`config.mk`:
```
export PLATFORM = sky130hd
export DESIGN_NAME = hvn_step
export DESIGN_NICKNAME = d
export VERILOG_FILES = /design/src/hvn_pkg.sv /design/src/hvn_step.sv
export SDC_FILE = /design/constraint.sdc
export NUM_CORES = 1
export LEC_CHECK = 0
export BUFFER_PORTS_ARGS = -buffer_cell sky130_fd_sc_hd__clkbuf_2
export CORE_AREA = 3 3 380 382
export CTS_CLUSTER_SIZE = 30
export DETAILED_ROUTE_END_ITERATION = 10
export DIE_AREA = 0 0 383 385
export GPL_TIMING_DRIVEN = 1
export SLEW_MARGIN = 0
export SYNTH_ARGS = -nofsm -noshare
export SYNTH_HDL_FRONTEND = slang
export SYNTH_SLANG_ARGS = --single-unit
```
`constraint.sdc`:
```
create_clock -name i_clk -period 12.4 [get_ports i_clk]
set_input_delay 3.72 -clock i_clk [delete_from_list [all_inputs] [get_ports i_clk]]
set_output_delay 3.72 -clock i_clk [all_outputs]
set_load 0.02 [all_outputs]
```
`src/hvn_pkg.sv`:
```
package hvn_pkg;

    localparam int DIFF_W = 17;
    localparam int SUM_W  = 20;
    localparam int MAG_W  = 19;
    localparam int SQ_W   = 38;
    localparam int S_W    = 40;
    localparam int Q_W    = 15;
    localparam int P_W    = 56;
    localparam int D_W    = 76;
    localparam int HALF_SHIFT = 30;
    localparam int STEPS  = 15;

    localparam int IN_DATA_W  = 104;
    localparam int OUT_DATA_W = 48;
    localparam int CFG_W      = 13;

    localparam logic CFG_GRID_COLS = 1'b0;
    localparam logic CFG_GRID_ROWS = 1'b1;

    typedef struct packed {
        logic           neg;
        logic [D_W-1:0] d;
        logic [P_W-1:0] p;
        logic [Q_W-1:0] q;
    } t_lane;

    typedef struct packed {
        logic            vld;
        logic            deg;
        logic [S_W-1:0]  s;
        t_lane [2:0]     lane;
    } t_iter;

endpackage

```
`src/hvn_step.sv`:
```
module hvn_step #(
    parameter int BIT = 14
) (
    input  logic            i_clk,
    input  logic            i_rst_n,
    input  logic            i_en,
    input  hvn_pkg::t_iter  i_it,
    output hvn_pkg::t_iter  o_it
);

    localparam int DW = hvn_pkg::D_W;
    localparam int PW = hvn_pkg::P_W;

    // trial bit BIT: remainder drops by ((2P + (2^BIT - 1) s) << (BIT + 2))
    hvn_pkg::t_iter w_nx;
    logic [DW-1:0]  w_base;
    logic [DW-1:0]  w_diff [3];

    assign w_base = (DW'(i_it.s) << BIT) - DW'(i_it.s);

    always_comb begin
        w_nx = i_it;
        for (int l = 0; l < 3; l++) begin
            w_diff[l] = i_it.lane[l].d
                      - (((DW'(i_it.lane[l].p) << 1) + w_base) << (BIT + 2));
            if (!w_diff[l][DW-1] && !i_it.lane[l].d[DW-1]) begin
                w_nx.lane[l].d = w_diff[l];
                w_nx.lane[l].p = i_it.lane[l].p + (PW'(i_it.s) << BIT);
                w_nx.lane[l].q[BIT] = 1'b1;
            end
        end
    end

    always_ff @(posedge i_clk) begin
        if (!i_rst_n) begin
            o_it.vld <= 1'b0;
        end else if (i_en) begin
            o_it.vld <= w_nx.vld;
        end
        if (i_en) begin
            o_it.deg  <= w_nx.deg;
            o_it.s    <= w_nx.s;
            o_it.lane <= w_nx.lane;
        end
    end

endmodule

```
# [Yosys cells after proc, flatten, opt, wreduce, memory -nomap -nowiden]
# Index checks and enable logic that the tools add are counted.
[totals] reg_bits=486 input_bits=489 word_cells=40 output_inout_bits=486
[classes] muxes=3 add_sub_neg=10 reduce_logical=9
[op_table] operator="2-to-1 mux 133 bit" count=3
[op_table] operator="subtractor 76 bit" count=3
[op_table] operator="adder 58 x 55 -> 59 bit" count=3
[op_table] operator="adder 56 x 54 -> 56 bit" count=3
[op_table] operator="subtractor 54 x 40 -> 55 bit" count=1
[op_table] operator="zero test 1 bit" count=6
[op_table] operator="logical AND 1 bit" count=3

# [Depth between registers and ports, before layout]
# Gate-level depths: netlist of run 1.
[depth] depth_word=6 mapped_depth=44 depth_no_buf=39

# [Least setup slack after synthesis of run 1]
# OpenSTA, ideal clock, no wires.
[synth_path] kind="input to register" startpoint="in i_it[450] (netlist name)" endpoint="reg o_it[126] (netlist name), data pin" arrival_ns=11.463 required_time_ns=12.140 cell_stages=41 setup_ns=0.260 n_path_buf=4 slack_ns=0.677 path_cell_list="or4_4 nor4b_1 a41oi_1 o21bai_1 a31o_2 o21a_1 o21ai_0 a31oi_1 and2_1 o21ai_0 nand2b_1 xor2_1 ha_1 a21o_1 a21oi_1 nand2_1 a21oi_1 a21oi_1 (+5 left out) a21o_1 a21oi_1 xor2_1 ha_1 clkbuf_1 a21o_1 a21oi_1 o21ai_0 nand4_1 nand2_1 a21o_1 a21oi_1 xor2_1 nand2b_1 buf_2 buf_2 buf_2 mux2_2"
[synth_lines] item="from (decl)" line_no="hvn_step.sv:7" text="input hvn_pkg::t_iter i_it,"
[synth_lines] item="to (decl)" line_no="hvn_step.sv:8" text="output hvn_pkg::t_iter o_it"

==> results of run 1 <==
## routing by layer
metal | up-vias | routed length [um] | GRT usage [%] | part of all wire [%]
met5 | - | 178 | 0 | 0.091
met4 | 26 | 6100 | 7.94 | 3.1
met3 | 270 | 14300 | 5.15 | 7.3
met2 | 1650 | 92800 | 43.0 | 47
met1 | 20500 | 83300 | 32.4 | 42
li1 | 20200 | - | - | -
## worst max-delay path: cells and delay by family
family	cells	cell delay, ns
AOI/OAI and AO/OA	22	4.38
muxes	1	0.34
adders and majority gates	3	0.82
and+or+nand+nor	7	1.23
xor gates and xnor gates	2	0.42
buffers and inverters	8	1.36
## worst max-delay path by stage
stage | from | endpoint | slack [ns]
final | i_it[445] | o_it[436] | 0.50
after detailed placement | i_it[450] | o_it[437] | -0.69
after global routing | i_it[448] | o_it[431] | 0.009
after floorplan | i_it[450] | o_it[126] | 0.68
after CTS | i_it[450] | o_it[183] | 0.03
after global placement | i_it[450] | o_it[437] | -0.58
## layout make-up
class	instances	area, sq um	area share [%]
multi-input combinational	3910	28000	50.3
timing repair buffer	1333	7800	14.0
clock inverter	44	526	0.944
clock buffer	76	1710	3.07
inverter	166	623	1.12
tap	1890	2360	4.25
sequential	486	14600	26.2
antenna	23	57.6	0.103
## stage by stage
stage / TNS, ns / setup slack [ns] / total power (uW) / area (sq um)
finish: 0 / 0.495 / 9640 / 55600
global route: 0 / 0.00930 / 10200 / 55600
CTS: 0 / 0.0274 / 9650 / 55400
detailed placement: -98.68 / -0.695 / 7570 / 53200
global placement: -76.94 / -0.579 / 7570 / 53200
floorplan: 0 / 0.677 / 5620 / 43700
## synth_stat cells (23+ instances only)
library cell	n	area [sq um]
nand2b_1	67	419
nand4_1	81	507
mux2_1	23	259
a21oi_1	489	2450
a31oi_1	53	332
a211oi_1	27	203
ha_1	501	6270
o21bai_1	71	533
xnor2_1	283	2480
nor2_1	215	807
nor2b_1	66	413
o31ai_1	38	285
a21o_1	316	2370
mux2_4	45	676
and3_1	48	300
xor2_1	197	1730
nor3_1	56	280
clkbuf_1	108	405
inv_1	166	623
edfxtp_1	485	14600
mux2_2	33	372
nand2_1	444	1670
buf_2	23	115
o21a_1	46	345
o21ai_0	412	2060
nand3_1	97	485
## cells by family after synthesis
group                      Yosys count
and+or+nand+nor                   1187
buffers and inverters              310
adders and majority gates          510
DFF                                486
AOI/OAI and AO/OA                 1628
xor gates and xnor gates           480
muxes                              105
## power by group through the flow
stage / sequential [uW] / clock, uW / combinational, uW
2_1_floorplan: 2530 / 0 / 3100
5_1_grt: 2250 / 2130 / 5850
3_3_place_gp: 2270 / 0 / 5310
4_1_cts: 2230 / 2070 / 5340
6_report: 2230 / 2010 / 5390
3_5_place_dp: 2260 / 0 / 5310
## repair_timing
action,in CTS,in global routing
pin swaps,0,2
endpoints found under the setup margin,2,233
gates resized for setup,2,18
buffers inserted,0,4
gates cloned,0,1
endpoints found under the hold margin,0,0
==> results.cfg, run 1 <==
[run_status]
status = complete, no violations

[yosys]
synth_warnings = 0
synthesis.area_sq_um = 43700
synth-edff-count = 485
ys_types = 86
synth_fa_ha_area_share_pct = 14.8
syn_inst = 4706
synth_compound_area_share_pct = 23.2
synth_nets = 5705
synthSimpleGateAreaFrac_pct = 13.1
synthXorXnorAreaFrac_pct = 9.63
async_flop_share_pct = 0
synthFlopType = edfxtp_1
seq_area_frac_synth_pct = 33.4
synth_top_family_by_area = compound AO/OA/AOI/OAI gates
synthMuxAreaShare_pct = 3.08
ys_ff_latch = 486
postSynthAreaPerCell_sq_um = 9.28

[global_route]
overflow = 0
grt_pass1_vias = 41000
grt_use_total_pct = 25.4
antenna_found_initial = 42
grt_pass1_wl_um = 276000
grt_max_degree = 154

[place]
port_buffers = 974
gp_congestion = 0.955
place_inst = 7780
place_hpwl_um = 165000

[finish]
fillCellCount = 14200
top_register = o_it
postLayoutCoreUtil_pct = 39.3
final_cell_mix = clkbuf_2 (973), ha_1 (501), a21oi_1 (489)
largest_reg_flops = 486
drive_gt1_share_pct = 26.1
layout_commonest_cell = clkbuf_2
nets = 6963
instances_no_fill = 7928
top_regs = o_it: 486 flops
areaGrowthSynthToFinish_pct = 27.4

[cts]
cts_root_buf = clkbuf_16
clkTransAtPathRegs_ns = 0.06
cts.sinks = 486
cts_tree = done
cts_htree_levels = 3
ctsHoldBuffers = 0
insertion_delay_ns = 0.65
clockBufferDepth = 3
cts_buffers = 67

[pwr]
p_sw_uw = 4180
netSwitchingFraction_pct = 43.4
p_leak_uw = 0.0257
pwr-share-seq_pct = 23.2
combPwrFrac_pct = 55.9
p_per_area_nw_per_um2 = 173
internal_power_uw = 5460
clockPowerShare_pct = 20.9
peakVddDrop_v = 0.0000978

[setup_path]
crit_fanout = 12
crit_path_max_incr_delay_ns = 0.47
critPathArrivalTime_ns = 12.30
cpMostUsedCell = a21oi_1
r2r_setup_slack_ns = 11.80
cp_slowest_cell = or4_4
crit_path_start_kind = input port
worst_setup_path_end_kind = flop
required_ns = 12.80
reg2reg_depth = 2
reg2reg_to = o_it[485]
r2r_start = o_it[485]
worst-setup-path-type = input port to flop

[sta]
rsz0062_at_grt = no
hold_viol_final = 0
fin_hold_ws_ns = 0.530
slew_violations = 0
worst_pin_slew_ns = 1.10
fin_crit_ns = 11.90
final.period_utilization_pct = 96.0
finClkSkew_ns = 0
setup_viol = 0
relSlewSlack_pct = 26.6
fmax_ghz = 0.0840

[die]
pin_count = 975
die_w_um = 383
core_sq_um = 141000
initial_core_util_pct = 30.9
placementRows = 138
die_h_um = 385
dieArea_sq_um = 147000

[routing]
firstDrtPassIters = 5
routed_wl_um = 197000
drt_iter0_drc = 3329
via_per_inst = 5.37
wire_per_inst_um = 24.8
postRouteAntennaNets = 0
vias = 42600
drcViolationCount = 0

[min_path]
worstHoldEndpoint = o_it[485]
whs_path_depth = 2
min_path_type = flop to flop
hp-start = o_it[485]

[flow_run]
cap_violations = 0
Power figures use the tool's default switching activity.
==> run 2, diff against run 1 <==
--- a/config.mk
+++ b/config.mk
@@ -5,11 +5,12 @@
 export SDC_FILE = /design/constraint.sdc
 export NUM_CORES = 1
 export LEC_CHECK = 0
-export BUFFER_PORTS_ARGS = -buffer_cell sky130_fd_sc_hd__clkbuf_2
-export CORE_AREA = 3 3 380 382
+export CORE_AREA = 3 3 374 376
 export CTS_CLUSTER_SIZE = 30
 export DETAILED_ROUTE_END_ITERATION = 10
-export DIE_AREA = 0 0 383 385
+export DIE_AREA = 0 0 377 379
+export DONT_BUFFER_PORTS = 1
+export GPL_ROUTABILITY_DRIVEN = 0
 export GPL_TIMING_DRIVEN = 1
 export SLEW_MARGIN = 0
 export SYNTH_ARGS = -nofsm -noshare
==> run 2 against run 1 <==
Sequential cell count unchanged. Fmax down 0.56%. Routed wire length down 6.4%. Design area down 11%. Via count down 10%. Combinational power down 18%. Total power down 6.6%. Utilization down 3.4 points. Global-route usage down 0.89 points. Critical endpoint is now o_it[103].
==> results.cfg, run 2 (synthesis gave the netlist of run 1 again) <==
[run_status]
status = complete, no violations

[pwr]
pwr-share-seq_pct = 29.1
clockPowerShare_pct = 21.9
p_leak_uw = 0.0208
p_per_area_nw_per_um2 = 183
peakVddDrop_v = 0.000105
internal_power_uw = 5100
p_total_uw = 9000
p_sw_uw = 3900
combPwrFrac_pct = 49.0
netSwitchingFraction_pct = 43.3

[routing]
via_per_inst = 5.73
drt_iter0_drc = 3011
vias = 38400
firstDrtPassIters = 6
routed_wl_um = 184000
postRouteAntennaNets = 0
wire_per_inst_um = 27.5
drcViolationCount = 0

[global_route]
grt_pass1_wl_um = 257000
grt_use_total_pct = 24.5
overflow = 0
grt_max_degree = 487
grt_pass1_vias = 36700
antenna_found_initial = 24

[cts]
cts.sinks = 486
ctsHoldBuffers = 0
cts_buffers = 68
cts_tree = done
cts_htree_levels = 3
clockBufferDepth = 3
cts_root_buf = clkbuf_16
insertion_delay_ns = 0.66
clkTransAtPathRegs_ns = 0.06

[setup_path]
crit_path_max_incr_delay_ns = 0.69
critPathArrivalTime_ns = 12.43
path_buf_inv = 4
crit_path_start_kind = input port
crit_fanout = 74
worst-setup-path-type = input port to flop
required_ns = 12.86
critPathTopFamily = compound AO/OA/AOI/OAI gates
worst_setup_path_end_kind = flop
cp_slowest_cell = xor2_1

[sta]
setup_slack_ns = 0.429
rsz0062_at_grt = no
finClkSkew_ns = 0
setup_viol = 0
worst_pin_slew_ns = 1.30
relSlewSlack_pct = 13.4
final.period_utilization_pct = 96.5
hold_viol_final = 0
fmax_ghz = 0.0835
fin_crit_ns = 11.97
slew_violations = 0

[finish]
drive_gt1_share_pct = 8.93
top_register = o_it
final_cell_mix = ha_1 (501), a21oi_1 (489), edfxtp_1 (485)
nets = 5841
fillCellCount = 13800
largest_reg_flops = 486
layout_commonest_cell = ha_1
top_regs = o_it: 486 flops
areaGrowthSynthToFinish_pct = 12.8

[die]
pin_count = 975
dieArea_sq_um = 143000
core_sq_um = 137000
placementRows = 136
die_w_um = 377
initial_core_util_pct = 31.8
die_h_um = 379

[place]
port_buffers = 0
pre_cts_ws_ns = -0.642
place_hpwl_um = 151000

[flow_run]
cap_violations = 0

[min_path]
min_path_type = flop to flop
## run 2: repair_timing
item / 4_1_cts / 5_1_grt
endpoints found under the hold margin: 0 / 0
endpoints found under the setup margin: 0 / 138
buffers inserted: 0 / 0
resized for setup: 0 / 8
## run 2: worst paths after layout
path | depth (start not counted) | slack (ns) | start | end
hold / removal | 2 | 0.62 | o_it[485] | o_it[485]
setup reg to reg | 2 | 11.67 | o_it[485] | o_it[485]
setup / recovery | 36 | 0.43 | i_it[450] | o_it[103]
hold reg to reg | 2 | 0.62 | o_it[485] | o_it[485]
## run 2: tightest hold or removal path, cell delays in order, from the launching register on
cell,delay (ns)
dfxtp_1,0.38
mux2i_1,0.15
nor2b_1,0.05
## run 2: routing by layer
metal,GRT usage (%),part of all wire [%],vias up
li1,-,-,18000
met1,28.8,39,18400
met2,40.6,46,1637
met3,8.52,10,358
met4,10.1,4.3,18
met5,0,0.071,-
## run 2: stage by stage
step | instance area (sq um) | setup TNS (ns) | util [%] | cells | hold slack, ns
after floorplan | 43700 | 0 | - | 4706 | 0.589
after global placement | 47000 | -68.32 | 34.3 | 6566 | 0.608
after detailed placement | 47000 | -56.59 | 34.3 | 6566 | 0.620
after CTS | 49200 | 0 | 35.9 | 6689 | 0.631
after global routing | 49200 | 0 | 35.9 | 6689 | 0.664
final | 49300 | 0 | 35.9 | 6696 | 0.622
## run 2: layout make-up
cell class | instances | area, sq um | share of cell area (%)
diodes | 7 | 17.5 | 0.0356
clock buffers | 77 | 1740 | 3.52
clock inverters | 46 | 472 | 0.958
inverters | 166 | 623 | 1.26
multi-input cells | 3910 | 27900 | 56.6
flip-flops and latches | 486 | 14600 | 29.6
well taps | 1794 | 2240 | 4.56
repair buffers | 210 | 1680 | 3.41
## run 2: power by group through the flow
stage / clock network (uW) / logic, uW / registers, uW
after global routing: 2090 / 4820 / 2640
final: 1980 / 4410 / 2620
after CTS: 2040 / 4350 / 2630
after floorplan: 0 / 3100 / 2530
after detailed placement: 0 / 4320 / 2660
after global placement: 0 / 4280 / 2670
