## config.mk

```make
export PLATFORM = sky130hd
export DESIGN_NAME = hvn_front
export DESIGN_NICKNAME = d
export VERILOG_FILES = /design/src/hvn_pkg.sv /design/src/hvn_front.sv
export SDC_FILE = /design/constraint.sdc
export NUM_CORES = 2
export LEC_CHECK = 0
export BUFFER_PORTS_ARGS = -buffer_cell sky130_fd_sc_hd__buf_2
export CAP_MARGIN = 20
export CORE_MARGIN = 2
export CORE_UTILIZATION = 32
export CTS_CLUSTER_DIAMETER = 120
export CTS_CLUSTER_SIZE = 28
export DETAILED_ROUTE_END_ITERATION = 6
export PLACE_DENSITY = 0.47
export SYNTH_ARGS = -nofsm -noshare
export SYNTH_HDL_FRONTEND = slang
export SYNTH_SLANG_ARGS = --single-unit
```

## constraint.sdc

```tcl
create_clock -name i_clk -period 19.3 [get_ports i_clk]
set_clock_uncertainty 0.15 [all_clocks]
set_input_delay 0.965 -clock i_clk [delete_from_list [all_inputs] [get_ports i_clk]]
set_output_delay 0.965 -clock i_clk [all_outputs]
set_load 0.02 [all_outputs]
```

## src/hvn_pkg.sv

```systemverilog
package hvn_pkg;

    localparam int DIFF_W = 17;
    localparam int SUM_W  = 20;
    localparam int MAG_W  = 19;
    localparam int SQ_W   = 38;
    localparam int S_W    = 40;
    localparam int Q_W    = 15;
    localparam int P_W    = 56;
    localparam int D_W    = 76;
    localparam int HALF_SHIFT = 30;
    localparam int STEPS  = 15;

    localparam int IN_DATA_W  = 104;
    localparam int OUT_DATA_W = 48;
    localparam int CFG_W      = 13;

    localparam logic CFG_GRID_COLS = 1'b0;
    localparam logic CFG_GRID_ROWS = 1'b1;

    typedef struct packed {
        logic           neg;
        logic [D_W-1:0] d;
        logic [P_W-1:0] p;
        logic [Q_W-1:0] q;
    } t_lane;

    typedef struct packed {
        logic            vld;
        logic            deg;
        logic [S_W-1:0]  s;
        t_lane [2:0]     lane;
    } t_iter;

endpackage

```

## src/hvn_front.sv

```systemverilog
module hvn_front (
    input  logic                          i_clk,
    input  logic                          i_rst_n,
    input  logic                          i_en,
    input  logic                          i_vld,
    input  logic [11:0]                   i_col,
    input  logic [11:0]                   i_row,
    input  logic [15:0]                   i_h,
    input  logic [15:0]                   i_hw,
    input  logic [15:0]                   i_he,
    input  logic [15:0]                   i_hs,
    input  logic [15:0]                   i_hn,
    input  logic [hvn_pkg::CFG_W-1:0]     i_cols,
    input  logic [hvn_pkg::CFG_W-1:0]     i_rows,
    output hvn_pkg::t_iter                o_it
);

    localparam int DW = hvn_pkg::DIFF_W;
    localparam int SW = hvn_pkg::SUM_W;
    localparam int MW = hvn_pkg::MAG_W;

    // stage a: edge differences, quadrant flags
    logic                 r_a_vld;
    logic signed [DW-1:0] r_a_dw, r_a_de, r_a_ds, r_a_dn;
    logic [3:0]           r_a_q;
    logic                 w_hw, w_he, w_hs, w_hn;

    assign w_hw = (i_col != 12'd0);
    assign w_hs = (i_row != 12'd0);
    assign w_he = (({1'b0, i_col} + 13'd1) < i_cols);
    assign w_hn = (({1'b0, i_row} + 13'd1) < i_rows);

    always_ff @(posedge i_clk) begin
        if (!i_rst_n) begin
            r_a_vld <= 1'b0;
        end else if (i_en) begin
            r_a_vld <= i_vld;
        end
        if (i_en) begin
            r_a_dw <= $signed({i_hw[15], i_hw}) - $signed({i_h[15], i_h});
            r_a_de <= $signed({i_he[15], i_he}) - $signed({i_h[15], i_h});
            r_a_ds <= $signed({i_hs[15], i_hs}) - $signed({i_h[15], i_h});
            r_a_dn <= $signed({i_hn[15], i_hn}) - $signed({i_h[15], i_h});
            r_a_q  <= {w_hw & w_hn, w_he & w_hn, w_he & w_hs, w_hw & w_hs};
        end
    end

    // stage b: summed normal, magnitudes
    logic                 r_b_vld, r_b_deg;
    logic [2:0]           r_b_neg;
    logic [MW-1:0]        r_b_xm, r_b_zm;
    logic [10:0]          r_b_ym;
    logic signed [SW-1:0] w_x, w_z, w_dw, w_de, w_ds, w_dn;
    logic [2:0]           w_cnt;

    assign w_dw = SW'(r_a_dw);
    assign w_de = SW'(r_a_de);
    assign w_ds = SW'(r_a_ds);
    assign w_dn = SW'(r_a_dn);

    always_comb begin
        w_x = '0;
        w_z = '0;
        w_cnt = '0;
        if (r_a_q[0]) begin w_x = w_x - w_dw; w_z = w_z - w_ds; w_cnt = w_cnt + 3'd1; end
        if (r_a_q[1]) begin w_x = w_x + w_de; w_z = w_z - w_ds; w_cnt = w_cnt + 3'd1; end
        if (r_a_q[2]) begin w_x = w_x + w_de; w_z = w_z + w_dn; w_cnt = w_cnt + 3'd1; end
        if (r_a_q[3]) begin w_x = w_x - w_dw; w_z = w_z + w_dn; w_cnt = w_cnt + 3'd1; end
    end

    always_ff @(posedge i_clk) begin
        if (!i_rst_n) begin
            r_b_vld <= 1'b0;
        end else if (i_en) begin
            r_b_vld <= r_a_vld;
        end
        if (i_en) begin
            r_b_deg <= (w_cnt == 3'd0);
            r_b_neg <= {w_z[SW-1], 1'b1, w_x[SW-1]};
            r_b_xm  <= w_x[SW-1] ? MW'(-w_x) : MW'(w_x);
            r_b_zm  <= w_z[SW-1] ? MW'(-w_z) : MW'(w_z);
            r_b_ym  <= {w_cnt, 8'd0};
        end
    end

    // stage c: squares
    logic                         r_c_vld, r_c_deg;
    logic [2:0]                   r_c_neg;
    logic [hvn_pkg::SQ_W-1:0]     r_c_x2, r_c_z2;
    logic [21:0]                  r_c_y2;

    always_ff @(posedge i_clk) begin
        if (!i_rst_n) begin
            r_c_vld <= 1'b0;
        end else if (i_en) begin
            r_c_vld <= r_b_vld;
        end
        if (i_en) begin
            r_c_deg <= r_b_deg;
            r_c_neg <= r_b_neg;
            r_c_x2  <= r_b_xm * r_b_xm;
            r_c_z2  <= r_b_zm * r_b_zm;
            r_c_y2  <= r_b_ym * r_b_ym;
        end
    end

    // stage d: squared length, initial remainders
    localparam int DDW = hvn_pkg::D_W;
    logic [hvn_pkg::S_W-1:0] w_s;

    assign w_s = hvn_pkg::S_W'(r_c_x2) + hvn_pkg::S_W'(r_c_y2) + hvn_pkg::S_W'(r_c_z2);

    always_ff @(posedge i_clk) begin
        if (!i_rst_n) begin
            o_it.vld <= 1'b0;
        end else if (i_en) begin
            o_it.vld <= r_c_vld;
        end
        if (i_en) begin
            o_it.deg <= r_c_deg;
            o_it.s   <= w_s;
            o_it.lane[0].neg <= r_c_neg[0];
            o_it.lane[1].neg <= r_c_neg[1];
            o_it.lane[2].neg <= r_c_neg[2];
            o_it.lane[0].d <= (DDW'(r_c_x2) << hvn_pkg::HALF_SHIFT) - DDW'(w_s);
            o_it.lane[1].d <= (DDW'(r_c_y2) << hvn_pkg::HALF_SHIFT) - DDW'(w_s);
            o_it.lane[2].d <= (DDW'(r_c_z2) << hvn_pkg::HALF_SHIFT) - DDW'(w_s);
            o_it.lane[0].p <= '0;
            o_it.lane[1].p <= '0;
            o_it.lane[2].p <= '0;
            o_it.lane[0].q <= '0;
            o_it.lane[1].q <= '0;
            o_it.lane[2].q <= '0;
        end
    end

endmodule

```

# Word-level counts from Yosys, hierarchy flattened
# Index checks and enable logic that the tools add are counted.
dict set report classes {
  n_addsub 24
  multipliers 3
  n_lt_le_gt_ge 2
  muxes 14
  bitwise 4
  reduce_logical 3
}
# operator count
set op_table {}
lappend op_table {{$mux W20} 8}
lappend op_table {{$sub A68 B40 Y69} 2}
lappend op_table {{$add A20 B17 Y20} 4}
lappend op_table {{$mul A19 B19 Y38} 2}
lappend op_table {{$sub A16 B16 Y17} 4}
lappend op_table {{$sub A52 B40 Y53} 1}
lappend op_table {{$add A39 B38 Y40} 1}
lappend op_table {{$sub A20 B17 Y20} 2}
lappend op_table {{$add A38 B22 Y39} 1}
lappend op_table {{$mux W19} 2}
lappend op_table {{$neg A19 Y19} 2}
lappend op_table {{$sub A1 B17 Y18 const A} 2}
lappend op_table {{$add A12 B1 Y13 const B} 2}
lappend op_table {{$lt A13 B13 Y1} 2}
lappend op_table {{$reduce_bool A12 Y1} 2}
lappend op_table {{$add A3 B1 Y3 const B} 3}
lappend op_table {{$mux W3} 3}
lappend op_table {{$mul A3 B3 Y6} 1}
lappend op_table {{$and A1 B1 Y1} 4}
lappend op_table {{$logic_not A3 Y1} 1}
lappend op_table {{$mux W1} 1}
dict set report word_totals {
  regBits 476
  in_bits 134
  output_inout_bits 486
}

# Depth between registers and ports, before layout
dict set report depth {
  depth_word 10
  mapped_depth 37
  mapped_depth_nobuf 35
}

# Worst setup path after synthesis
# No wires, ideal clock.
dict set report synth_path {
  path_type {reg2reg}
  startpoint {register r_a_dw[1]}
  endpoint {register r_b_xm[8] (data pin)}
  setup_ps 262
  t_arrival_ps 7125
  slack_ps 11763
  stages_incl_launch_ff 34
  path_buffers 2
  synth_period_minus_slack_ps 7537
  cell_sequence {edfxtp_1 > inv_1 > ha_1 > or4b_2 > clkbuf_1 > o41ai_1 > o211a_1 > ha_1 > a21o_1 > a221oi_1 > o21ai_0 > a21o_1 > a311o_1 > nand3_1 > o31ai_1 > or2_2 > ha_1 > nand3_1 > a21oi_1 > or3_1 > xor2_1 > mux2_2 > ha_1 > nand2_1 > o21ai_0 > a211o_1 > a21o_1 > a21oi_1 > xnor2_1 > nand2_1 > xor3_1 > clkbuf_1 > nor2_1 > xor2_1}
}
dict set report synth_between {
  elab_chain_cells 10
}
# item line
set synth_rtl {}
lappend synth_rtl {{start: declaration} hvn_front.sv:24} ;# logic signed [DW-1:0] r_a_dw, r_a_de, r_a_ds, r_a_dn;
lappend synth_rtl {{start signal: assignment} hvn_front.sv:40} ;# r_a_dw <= $signed({i_hw[15], i_hw}) - $signed({i_h[15], i_h});
lappend synth_rtl {{$sub A1 B17 Y18} hvn_front.sv:65} ;# if (r_a_q[0]) begin w_x = w_x - w_dw; w_z = w_z - w_ds; w_cnt = w_cnt + 3'd1; end
lappend synth_rtl {{$mux W20} hvn_front.sv:65}
lappend synth_rtl {{$add A20 B17 Y20} hvn_front.sv:66} ;# if (r_a_q[1]) begin w_x = w_x + w_de; w_z = w_z - w_ds; w_cnt = w_cnt + 3'd1; end
lappend synth_rtl {{$mux W20} hvn_front.sv:66}
lappend synth_rtl {{$add A20 B17 Y20} hvn_front.sv:67} ;# if (r_a_q[2]) begin w_x = w_x + w_de; w_z = w_z + w_dn; w_cnt = w_cnt + 3'd1; end
lappend synth_rtl {{$mux W20} hvn_front.sv:67}
lappend synth_rtl {{$sub A20 B17 Y20} hvn_front.sv:68} ;# if (r_a_q[3]) begin w_x = w_x - w_dw; w_z = w_z + w_dn; w_cnt = w_cnt + 3'd1; end
lappend synth_rtl {{$mux W20 (*)} hvn_front.sv:68}
lappend synth_rtl {{$neg A19 Y19} hvn_front.sv:80} ;# r_b_xm <= w_x[SW-1] ? MW'(-w_x) : MW'(w_x);
lappend synth_rtl {{$mux W19 (*)} hvn_front.sv:80}
lappend synth_rtl {{end signal: assignment} hvn_front.sv:80}
lappend synth_rtl {{end: declaration} hvn_front.sv:51} ;# logic [MW-1:0] r_b_xm, r_b_zm;
# Mark *: on every way between the ends. The rest lies on a longest branch, timed or not.
# A chain may end at the register's enable or synchronous reset.

# Final worst setup path
dict set report layout_path {
  startpoint {register r_a_dw[1]}
  endpoint {register r_b_xm[15] (data pin)}
}
# Same word-level chain as after synthesis.

==> summary.txt <==
Status: complete, no violations
Max frequency: 0.118 GHz
Required time at the worst-slack endpoint: 19.50 ns
Crit path to: r_b_xm[15]$_DFFE_PP_
Largest net degree at the start of global routing: 97
Count of synthesis-stage warnings from yosys: 0
Data arrival at the endpoint of the critical path: 8.67 ns
Total iterations of the first detailed-routing run: 6
# nets final: 6,822
Post-synthesis average cell area: 9.46 um2
Post-Syn Instances: 5,384
Fraction of the yosys area taken by sequential cells: 0.220
Port buffer count: 405
Initial Utilization: 0.322
Actual transition at the worst max-transition pin: 1.07 ns
Number of max-cap violations: 0
Global placement routability congestion: 0.894
Stages on worst setup path: 35
FF+latch count, synth: 375
Clk sink count: 375
Fraction of final layout cells sized beyond drive strength 1: 0.103
Depth of the worst register-to-register path: 35
Worst path top cell family by delay: simple AND/OR/NAND/NOR gates
Hold Worst Slack: 0.277 ns
Total number of vias: 36,500
Reg2Reg Launch Point: r_a_dw[1]$_DFFE_PP_
Area of combinational cells with multiple inputs: 34,700 um2
Synth async-reset ratio: 0
Width of the die: 403 um
Root Buffer Master: clkbuf_16
Crit path buffers/inverters: 3
Total Wirelength: 137,000 um
Number of antenna violations at the first check in global routing: 1
Quantity of gates resized following cts: 0
Post-detailed-route count of antenna-violating nets: 0
Non-filler cells, final: 7,721
Largest stage delay on the critical path: 0.87 ns
Nature of the critical path startpoint: flip-flop
Number of cells on the worst hold path: 0
Setup violation total in the final timing report: 0
Setup crit start: r_a_dw[1]$_DFFE_PP_
Final worst path period need: 8.46 ns
Unique masters post-synth: 103
Capturing point of the worst reg2reg path: r_b_xm[15]$_DFFE_PP_
CTS max path bufs: 3
First-pass GRT wire length: 213,000 um
Std cell rows: 146
HP Class: reg -> reg
Clock latency reported for the late side of the worst-skew pair: 0.63 ns
Worst-path clk slew: 0.10 ns
DRC violations left: 0
Post-detailed-route wirelength per cell: 17.8 um
Placed cell count: 7,683
Number of CTS-inserted buffers: 23
Via density per instance: 4.73
Number of pins with negative max-slew slack in the final report: 0
Unrepaired setup endpoints after global routing: no
Top_reg_cell synth: edfxtp_1
Storage cell area: 11,200 um2
Category of the critical setup timing path: reg -> reg
Netlist Area Pre-Place: 50,900 um2
Post-CTS repair timing setup buffer count: 0
Number of enable-type register cells in the synthesized netlist: 371
Detailed placer's ending HPWL: 114,000 um
Final worst-path cycle share: 0.438
Total grt overflow: 0
Vertical die dimension: 403 um
Clock tree from TritonCTS: yes
# fillers: 16,300
Iter 0 DRT Violations: 1,896
Placeable core region: 158,000 um2
Master of the slowest instance on the critical path: xor3_1
Global Route Usage Sum: 0.167
Final Hold Violating Endpoints: 0
Setup TNS Final: 0 ns
Highest net fanout along the worst path: 20
Worst Setup End Kind: flip-flop
Total die area: 162,000 um2
Area delta synth->final: 7.36%
Ant diodes: 0
Via count of the first global-routing pass: 36,400
R2r setup slk: 10.84 ns
I/O pins: 620
Hold buffer count at CTS: 0
Relative slew margins: 0.290
Number of H-tree levels: 1
how the worst min path moves through the flow:
stage / from / end / slack [ns]
floorplan: r_c_neg[0]$_DFFE_PP_ / o_it[147]$_DFFE_PP_ / 0.25
global placement: r_b_deg$_DFFE_PP_ / r_c_deg$_DFFE_PP_ / 0.26
detailed placement: r_b_neg[2]$_DFFE_PP_ / r_c_neg[2]$_DFFE_PP_ / 0.26
CTS: r_b_neg[2]$_DFFE_PP_ / r_c_neg[2]$_DFFE_PP_ / 0.28
global route: r_b_neg[2]$_DFFE_PP_ / r_c_neg[2]$_DFFE_PP_ / 0.28
finish: r_c_neg[2]$_DFFE_PP_ / o_it[443]$_DFFE_PP_ / 0.28
cell usage in the layout (no fill, tap or decap), drive strengths merged, types with 51 or more instances in the layout:
cell      n
nor2b    60
xnor2   282
o21a     51
o21ai   184
conb    215
and2    204
nand2   378
nand3    70
a21o    110
ha      541
xor2    120
nor3    105
nor2    315
fa      511
inv     800
edfxtp  371
a21oi   230
buf     445
cells in the mapped netlist, types with 16 or more instances:
| library cell | count | area share |
|---|---|---|
| a21o_1 | 110 | 0.016 |
| o211ai_1 | 16 | 0.0024 |
| nand2b_1 | 49 | 0.0060 |
| ha_1 | 541 | 0.13 |
| nand3_1 | 69 | 0.0068 |
| fa_1 | 511 | 0.20 |
| mux2_2 | 31 | 0.0069 |
| o21a_1 | 51 | 0.0075 |
| o21ai_0 | 179 | 0.018 |
| a31oi_1 | 30 | 0.0037 |
| nor3_1 | 102 | 0.010 |
| or4_1 | 17 | 0.0025 |
| and3_1 | 25 | 0.0031 |
| nor4_1 | 40 | 0.0049 |
| and2_1 | 204 | 0.025 |
| o31ai_1 | 23 | 0.0034 |
| xnor2_1 | 281 | 0.048 |
| edfxtp_1 | 371 | 0.22 |
| a211oi_1 | 33 | 0.0049 |
| or3_1 | 32 | 0.0039 |
| or2_2 | 23 | 0.0028 |
| a21boi_0 | 33 | 0.0049 |
| mux2i_1 | 23 | 0.0045 |
| o21bai_1 | 20 | 0.0029 |
| nor2_1 | 315 | 0.023 |
| clkbuf_1 | 107 | 0.0079 |
| inv_1 | 792 | 0.058 |
| nor2b_1 | 60 | 0.0074 |
| nand2_1 | 378 | 0.028 |
| a21oi_1 | 228 | 0.022 |
| nand4_1 | 21 | 0.0026 |
| xor2_1 | 120 | 0.021 |
| buf_4 | 312 | 0.046 |
layout make-up:
class | count | area share
Multi-Input combinational cell | 3998 | 0.635
Timing Repair Buffer | 445 | 0.0427
Sequential cell | 375 | 0.205
Inverter | 793 | 0.0544
Tap cell | 2072 | 0.0474
Clock inverter | 15 | 0.00444
Clock buffer | 23 | 0.0105
per-layer routing:
metal | global-route usage | part of all wire
met1 | 0.234 | 0.47
met2 | 0.274 | 0.46
met3 | 0.0128 | 0.037
met4 | 0.0474 | 0.032
met5 | 0 | 0
registers in the layout, summed over array words and instances (netlist names), 2 cells and up:
register and flops:
o_it 174, r_a_de 17, r_a_dn 17, r_a_ds 17, r_a_dw 17, r_a_q 4, r_b_neg 2, r_b_xm 19
r_b_ym 3, r_b_zm 19, r_c_neg 2, r_c_x2 37, r_c_y2 5, r_c_z2 37
stage by stage:
stage | area [um2] | setup WS, ns | util
finish | 54700 | 10.84 | 0.346
global route | 54700 | 10.16 | 0.346
CTS | 54700 | 10.91 | 0.346
detailed placement | 53900 | 10.95 | 0.340
global placement | 53900 | 10.95 | 0.340
floorplan | 51700 | 11.76 | -
cells by family (layout without fill, tap and decap cells):
group                      after synthesis  in the layout  synth area share
adders and majority gates             1052           1052             0.334
other                                    2            215          0.000147
AOI/OAI and AO/OA                      874            874             0.113
buffers and inverters                 1224           1276             0.113
and+or+nand+nor                       1400           1400             0.138
muxes                                   54             54            0.0114
DFF                                    375            375             0.220
xor gates and xnor gates               403            403            0.0700
Power is left out: the tool's default activity adds up to more than one toggle a clock period on the data nets, which glitch-free logic cannot reach.
